## config.mk

```make
export PLATFORM = sky130hd
export DESIGN_NAME = acsh_ctrl
export DESIGN_NICKNAME = d
export VERILOG_FILES = /design/src/rtl/core/acsh_pkg.sv /design/src/rtl/core/acsh_ctrl.sv
export SDC_FILE = /design/constraint.sdc
export NUM_CORES = 1
export LEC_CHECK = 0
export ABC_AREA = 1
export BUFFER_PORTS_ARGS = -buffer_cell sky130_fd_sc_hd__buf_2
export CAP_MARGIN = 20
export CORE_MARGIN = 2
export CORE_UTILIZATION = 53
export CTS_BUF_LIST = sky130_fd_sc_hd__clkbuf_8 sky130_fd_sc_hd__clkbuf_16
export DETAILED_ROUTE_END_ITERATION = 16
export GPL_ROUTABILITY_DRIVEN = 0
export HOLD_SLACK_MARGIN = 0.1
export PLACE_DENSITY = 0.75
export SYNTH_ARGS = -nofsm -noshare
export SYNTH_HDL_FRONTEND = slang
export SYNTH_SLANG_ARGS = --single-unit
```

## constraint.sdc

```tcl
create_clock -name clock -period 1.6 [get_ports clock]
set_input_delay 0.24 -clock clock [delete_from_list [all_inputs] [get_ports clock]]
set_output_delay 0.24 -clock clock [all_outputs]
set_load 0.03 [all_outputs]
```

## src/rtl/core/acsh_pkg.sv

```systemverilog
// Shared types and constants for the spatial-hash cell address generator.
package acsh_pkg;

   localparam int COORD_W  = 32;
   localparam int SCALE_W  = 32;
   localparam int BUCKET_W = 24;
   localparam int PRIME_W  = 27;
   localparam int AXES     = 3;
   localparam int AXIS_W   = 2;

   // Signed coordinate times zero-extended prime.
   localparam int HASH_W    = COORD_W + PRIME_W + 1;
   localparam int DIV_RADIX = 2;
   localparam int DIV_STEPS = HASH_W / DIV_RADIX;
   localparam int QUANT_OPS = 2 * AXES;
   localparam int STEP_W    = $clog2(DIV_STEPS + 1);

   localparam logic [PRIME_W-1:0] PRIME_X = 27'd73856093;
   localparam logic [PRIME_W-1:0] PRIME_Y = 27'd19349663;
   localparam logic [PRIME_W-1:0] PRIME_Z = 27'd83492791;

   localparam int CSR_IDX_W  = 1;
   localparam int CSR_DATA_W = 32;
   localparam logic [CSR_IDX_W-1:0] CSR_CELL_SCALE = 1'b0;
   localparam logic [CSR_IDX_W-1:0] CSR_TABLE_SIZE = 1'b1;

   localparam logic [SCALE_W-1:0]  CELL_SCALE_RESET = 32'd65536;
   localparam logic [BUCKET_W-1:0] TABLE_SIZE_RESET = 24'd9999;

   typedef struct packed {
      logic              load;
      logic              q_issue;
      logic              q_max;
      logic [AXIS_W-1:0] q_axis;
      logic              span_calc;
      logic              h_issue;
      logic [AXIS_W-1:0] h_axis;
      logic              h_abs;
      logic              div_step;
      logic              walk_next;
   } acsh_cmd_type;

   typedef struct packed {
      logic walk_last;
   } acsh_status_type;

endpackage

```

## src/rtl/core/acsh_ctrl.sv

```systemverilog
// Sequencer for quantizing, box walking, hashing and bucket reduction.
module acsh_ctrl import acsh_pkg::*; (
   input  logic            clock,
   input  logic            reset,
   input  logic            start,
   input  acsh_status_type status,
   output acsh_cmd_type    cmd,
   output logic            busy,
   output logic            rsp_valid
);

   typedef enum logic [6:0] {
      ST_IDLE  = 7'b0000001,
      ST_QUANT = 7'b0000010,
      ST_SPAN  = 7'b0000100,
      ST_HMUL  = 7'b0001000,
      ST_HABS  = 7'b0010000,
      ST_DIV   = 7'b0100000,
      ST_EMIT  = 7'b1000000
   } state_type;

   state_type         state_ff, state_in;
   logic [STEP_W-1:0] step_ff, step_in;

   always_comb begin
      state_in = state_ff;
      step_in  = step_ff;
      cmd      = '0;
      unique case (state_ff)
         ST_IDLE: begin
            if (start) begin
               cmd.load = 1'b1;
               state_in = ST_QUANT;
               step_in  = '0;
            end
         end
         ST_QUANT: begin
            // issue min corners then max corners; a final idle step drains the multiplier
            if (step_ff < STEP_W'(QUANT_OPS)) begin
               cmd.q_issue = 1'b1;
               cmd.q_max   = (step_ff >= STEP_W'(AXES));
               cmd.q_axis  = (step_ff >= STEP_W'(AXES)) ? AXIS_W'(step_ff - STEP_W'(AXES))
                                                         : AXIS_W'(step_ff);
            end
            if (step_ff == STEP_W'(QUANT_OPS)) begin
               state_in = ST_SPAN;
            end else begin
               step_in = step_ff + STEP_W'(1);
            end
         end
         ST_SPAN: begin
            cmd.span_calc = 1'b1;
            state_in      = ST_HMUL;
            step_in       = '0;
         end
         ST_HMUL: begin
            if (step_ff < STEP_W'(AXES)) begin
               cmd.h_issue = 1'b1;
               cmd.h_axis  = AXIS_W'(step_ff);
            end
            if (step_ff == STEP_W'(AXES)) begin
               state_in = ST_HABS;
            end else begin
               step_in = step_ff + STEP_W'(1);
            end
         end
         ST_HABS: begin
            cmd.h_abs = 1'b1;
            state_in  = ST_DIV;
            step_in   = '0;
         end
         ST_DIV: begin
            cmd.div_step = 1'b1;
            if (step_ff == STEP_W'(DIV_STEPS - 1)) begin
               state_in = ST_EMIT;
            end else begin
               step_in = step_ff + STEP_W'(1);
            end
         end
         ST_EMIT: begin
            if (status.walk_last) begin
               state_in = ST_IDLE;
            end else begin
               cmd.walk_next = 1'b1;
               state_in      = ST_HMUL;
               step_in       = '0;
            end
         end
         default: begin
            state_in = ST_IDLE;
         end
      endcase
   end

   always_ff @(posedge clock) begin
      if (reset) begin
         state_ff <= ST_IDLE;
         step_ff  <= '0;
      end else begin
         state_ff <= state_in;
         step_ff  <= step_in;
      end
   end

   assign busy      = (state_ff != ST_IDLE);
   assign rsp_valid = (state_ff == ST_EMIT);

endmodule

```

==> run metrics, run 1 <==
GR Util All Layers=33.79%; RSZ-0062 raised after global routing=yes; commonest non-fill, non-tap cell in the layout=buf_4; outcome=complete, but fails checks; global-route met1 utilization=31.34%; Pleak=0.8415 nW; Routed wire per std cell=23.57 µm; Post-Place Cells=just over 200; WS Path Type=reg2out; Non-Filler Instances=221; dpl hpwl=1944 µm; Worst slew margin=76.76%; die height=between 40 and 50 µm; number of cells on the critical path=10; largest net degree at the start of global routing=11; via count=1504; Final Cell Area=roughly 1600 µm²; layout cells sized above 1=58.82%; GRT busiest layer=met2; I/O pin cnt=18; skew final=0.002067 ns; Hold Path End=step_ff[4]; crit end category=output port; Final Critical Period=1.853 ns; worst hold path depth=2; FF-to-FF setup slack=-0.22 ns; placed inst area=1189 µm²; number of nets with antenna violations after routing=0; CP startpoint kind=register; Setup Viol. Count Final=23; synth top area cells=dfxtp_1, nand2_1, nor2_1, inv_1, nand3_1; drt first-iter violations=125; fin worst setup slack=-0.2534 ns; MaxCap Viol Count=0; TritonCTS clock tree=built; most frequent CP cell=inv_4; first-pass GRT wire length=4954 µm; Tcrit/Tclk final=115.8%; worst-margin pin slew=0.3485 ns; Clk pin slew, worst setup/hold paths=0.06 ns; VDD IR max=approximately 0.0012 V; Hold-fix buffers, CTS=0; global routing met2 resource utilization=62.78%; worst flop-to-flop path startpoint=step_ff[1]; port bufs=17; Crit path max-delay family=buffers and inverters; # rows=15; Yosys top cell by area=dfxtp_1; maximum clock rate=539.5 MHz; share of the synthesized area in the top cell type=25.70%; class of the worst hold path=in2reg; Worst Path Buf+Inv=4; reg2reg end=step_ff[0]; drt drc=0; r2r worst-path depth=10; total core area=1689 µm²; root buf cell=clkbuf_8; Power, Total=0.002451 W; Critical Path RT=1.36 ns; TritonRoute pass-1 iters=5; initial core utilization=55.33%; part of the Yosys area used for sequential elements=about a quarter; Synth cell types=20; Mapped Avg Cell Area=6.149 µm²; number of H-tree levels=1; PwrDens=1489 nW/µm²; Ant. Diodes=0; vias per inst=6.805; crit-path max cell delay=0.34 ns; Die X=between 40 and 50 µm; Synth Warn #=0; Synth Instances=152; gr ovfl total=0; Longest Clk Path Bufs=2; CP Max Fanout=3; routed wire length=roughly 5200 µm; final hold vios=0; clock latency on the worst-skew pair=0.25 ns; Final #Nets=212; max-slew violations=0; failing checks=setup timing; cts bufs inserted=3; synthesized area=roughly 930 µm²; Syn Nets=159; post-layout util=97.48%; hold_ws=0.2343 ns; crit-path cells=inv_1, nand2_1, nor2_4, nand2_4, inv_4, nand3_4, inv_4, o21ai_2, a21oi_4, buf_6; vias in the first global route=1197; min-delay src=reset; Die ar.=2116 µm²; met3 Use GR=around 6.7%; initial antenna violation count=0; Area Overhead vs Synth=76.17%; Seq cells post-synth=12; most frequent cells in the layout=buf_4, nand2_1, inv_1, nor2_1, buf_6; clock sink count=12; Slowest-stage cell, CP=dfxtp_1; CP arrival=1.61 ns
[cell usage after synthesis]
library cell  number
o21ai_0            3
ha_1               3
nand2_2            6
a21oi_1           12
nand3_1           16
nand2_4            2
or2_1              1
inv_1             23
nand3_2            2
o21ai_2            2
nand2_1           28
xor2_1             2
inv_2              4
nor2_4             2
nor3_1             1
nor2_2             6
nand4_1            2
nor2_1            24
inv_4              1
dfxtp_1           12
[power breakdown]
part,total [W],internal [W],switching (W)
Clock,0.000353,0.000219,0.000135
Sequential,0.000473,0.000377,0.0000955
Combinational,0.00162,0.000584,0.00104
[cells by family after synthesis]
logic type | count (synthesis) | synth area share, %
and+or+nand+nor | 90 | 46.99
buffers and inverters | 28 | 11.51
AOI/OAI and AO/OA | 17 | 9.906
DFF | 12 | 25.70
adders and majority gates | 3 | 4.016
xor gates and xnor gates | 2 | 1.875
[final cells by class]
type | instances | area, µm²
multi-input cells | 114 | 824.5
well taps | 17 | 21.27
clock buffers | 4 | 55.05
fillers | 27 | 42.54
flip-flops and latches | 12 | 257.7
inverters | 28 | 115.1
repair buffers | 46 | 372.9
[layer usage]
| metal | share of wire [%] | up-vias | routed length, µm |
|---|---|---|---|
| met5 | 0 | - | 0 |
| met4 | 13 | 0 | 661 |
| met3 | 11 | 88 | 562 |
| met2 | 45 | 164 | 2368 |
| met1 | 31 | 665 | 1616 |
| li1 | - | 587 | - |
[registers in the layout, indices dropped and copies added (netlist names)]
name	cells
step_ff	5
state_ff	7
[how the worst max path moves through the flow]
stage / slack [ns] / startpoint / to
CTS: -0.1 / state_ff[4] / cmd[8]
floorplan: -0.05 / state_ff[6] / cmd[7]
finish: -0.25 / state_ff[0] / cmd[8]
global placement: 0.07 / step_ff[1] / cmd[8]
global route: -0.30 / state_ff[0] / cmd[8]
detailed placement: 0.006 / step_ff[1] / cmd[8]
[through the flow]
| step | setup WS, ns | setup TNS, ns |
|---|---|---|
| after CTS | -0.09998 | -0.2140 |
| after global placement | 0.06611 | 0 |
| after detailed placement | 0.006451 | 0 |
| after global routing | -0.3045 | -4.214 |
| final | -0.2534 | -3.239 |
| after floorplan | -0.04605 | -0.04605 |
[what timing repair did]
action	CTS	global route
buffers inserted	10	5
gates cloned	0	2
endpoints found under the hold margin	0	0
resized for setup	36	52
pin swaps	11	25
setup endpoints to repair	8	21
Power figures use the tool's default switching activity.
==> run 2, diff against run 1 <==
- MAX_ROUTING_LAYER: unset -> met4
==> run 2 against run 1 <==
The run still ends with setup timing left. Largest cell class unchanged. Sequential share of layout area unchanged. Power grew 0.20%. Critical path type unchanged. First-iteration DRC count fell by 8.8%. Register-to-register slack better by 0.03 ns. Fmax rose by 0.36%. Sequential power about the same. Clock skew decreased by 0.00085 ns. Critical path depth did not move. Setup slack improved by 0.0067 ns. Non-clock buffer count did not move.
==> run metrics, run 2 (same netlist as run 1, synthesis figures left out) <==
fin worst setup slack=-0.2467 ns (+0.006692 ns); Critical Path RT=1.36 ns (about the same); Largest Register=state_ff; number of nets with antenna violations after routing=0 (unchanged); layout cells sized above 1=58.82% (unchanged); crit end category=output port; CP arrival=1.61 ns (about the same); setup tns final=-3.056 ns (+0.1831 ns); GR Util All Layers=34.77% (+0.98 points); clock sink count=12 (unchanged); dpl hpwl=1944 µm (unchanged); gr ovfl total=0 (unchanged); CP Max Fanout=3 (unchanged); most frequent cells in the layout=buf_4, nand2_1, inv_1, nor2_1, buf_6; max reg flops=7 (unchanged); skew final=0.001217 ns (-0.0008496 ns); maximum clock rate=541.5 MHz (+0.36%); Ant. Diodes=0 (unchanged); PwrDens=1491 nW/µm² (+0.20%); total core area=1689 µm² (unchanged); via count=1496 (-0.53%); Longest Clk Path Bufs=2 (unchanged); most frequent CP cell=inv_4; max-slew violations=0 (unchanged); VDD IR max=0.001160 V (+0.17%); class of the worst hold path=in2reg; CP startpoint kind=register; Power, Total=0.002456 W (+0.20%); Slowest-stage cell, CP=dfxtp_1; Setup Viol. Count Final=23 (unchanged); # rows=15 (unchanged); root buf cell=clkbuf_8; TritonCTS clock tree=built; cts bufs inserted=3 (unchanged); outcome=complete, but fails checks; number of H-tree levels=1 (unchanged); Final #Nets=212 (unchanged); vias in the first global route=1197 (unchanged); final hold vios=0 (unchanged); Fillers=27 (unchanged); initial antenna violation count=0 (unchanged); Die ar.=2116 µm² (unchanged); vias per inst=6.769 (-0.53%); TritonRoute pass-1 iters=5 (unchanged); worst-margin pin slew=0.3483 ns (-0.0002232 ns); die height=46.00 µm (unchanged); clock latency on the worst-skew pair=0.26 ns (about the same); drt first-iter violations=114 (-8.8%); Pleak=0.8415 nW (unchanged); drt drc=0 (unchanged); routed wire length=5211 µm (about the same); initial core utilization=55.33% (unchanged); Tcrit/Tclk final=115.4% (-0.42 points); MaxCap Viol Count=0 (unchanged); Final Critical Period=1.847 ns (-0.006692 ns); RSZ-0062 raised after global routing=yes; Worst slew margin=76.78% (about the same); first-pass GRT wire length=4947 µm (-0.14%); WS Path Type=reg2out; crit-path cells=inv_1, nand2_1, nor2_4, nand2_4, inv_4, nand3_4, inv_4, o21ai_2, a21oi_4, buf_6; Area Overhead vs Synth=76.17% (unchanged); crit-path max cell delay=0.34 ns (about the same); commonest non-fill, non-tap cell in the layout=buf_4; failing checks=setup timing; largest net degree at the start of global routing=11 (unchanged); port bufs=17 (unchanged); biggest regs=state_ff (7), step_ff (5); Clk pin slew, worst setup/hold paths=0.06 ns (about the same); Routed wire per std cell=23.58 µm (about the same); Die X=46.00 µm (unchanged); I/O pin cnt=18 (unchanged)
==> run 2: area by class of cell <==
type	count	area, µm²	area share [%]
sequential	12	257.7	15.65
timing repair buffer	46	372.9	22.64
inverter	28	115.1	6.991
clock buffer	4	55.05	3.343
tap	17	21.27	1.292
multi-input combinational	114	824.5	50.08
==> run 2: worst paths after layout <==
kind | cells after the start | slack [ns] | startpoint | end
worst max-delay path | 10 | -0.25 | state_ff[0] | cmd[8]
worst min-delay path | 2 | 0.23 | reset | step_ff[4]
worst max register to register | 12 | -0.19 | state_ff[6] | step_ff[0]
worst min register to register | 2 | 0.58 | step_ff[1] | step_ff[1]
==> run 2: timing repair <==
action                     in CTS  in global routing
hold buffers                    0                  0
setup endpoints to repair       8                 21
gates cloned                    0                  2
resized for setup              36                 52
setup buffers                  10                  5
pin swaps                      11                 25
==> run 2: report_power, final <==
| part | switching [W] | total, W | internal [W] |
|---|---|---|---|
| Combinational | 0.00104 | 0.00162 | 0.000584 |
| Sequential | 0.0000972 | 0.000474 | 0.000377 |
| Clock | 0.000138 | 0.000357 | 0.000219 |
==> run 2: metal layers <==
metal | global-route usage [%] | wire (µm) | vias to the layer above
li1 | - | - | 584
met1 | 31.34 | 1583 | 648
met2 | 62.78 | 2336 | 170
met3 | 6.746 | 575 | 94
met4 | 25.71 | 715 | 0
met5 | - | 0 | -
==> run 2: worst max-delay path: cells and delay by family (launching register included) <==
| kind | cells | cell delay, ns |
|---|---|---|
| AOI/OAI and AO/OA | 2 | 0.21 |
| buffers and inverters | 4 | 0.40 |
| DFF | 1 | 0.34 |
| and+or+nand+nor | 4 | 0.37 |
==> run 2: through the flow <==
stage	hold WS [ns]	setup slack [ns]	util, %	std cells	area (µm²)
finish	0.2295	-0.2467	97.48	221	1647
detailed placement	0.4828	0.006451	70.37	202	1189
global placement	0.4792	0.06611	70.37	202	1189
floorplan	0.3091	-0.04605	-	152	962.2
CTS	0.2222	-0.09998	84.30	216	1424
global route	0.2243	-0.3857	97.48	221	1647
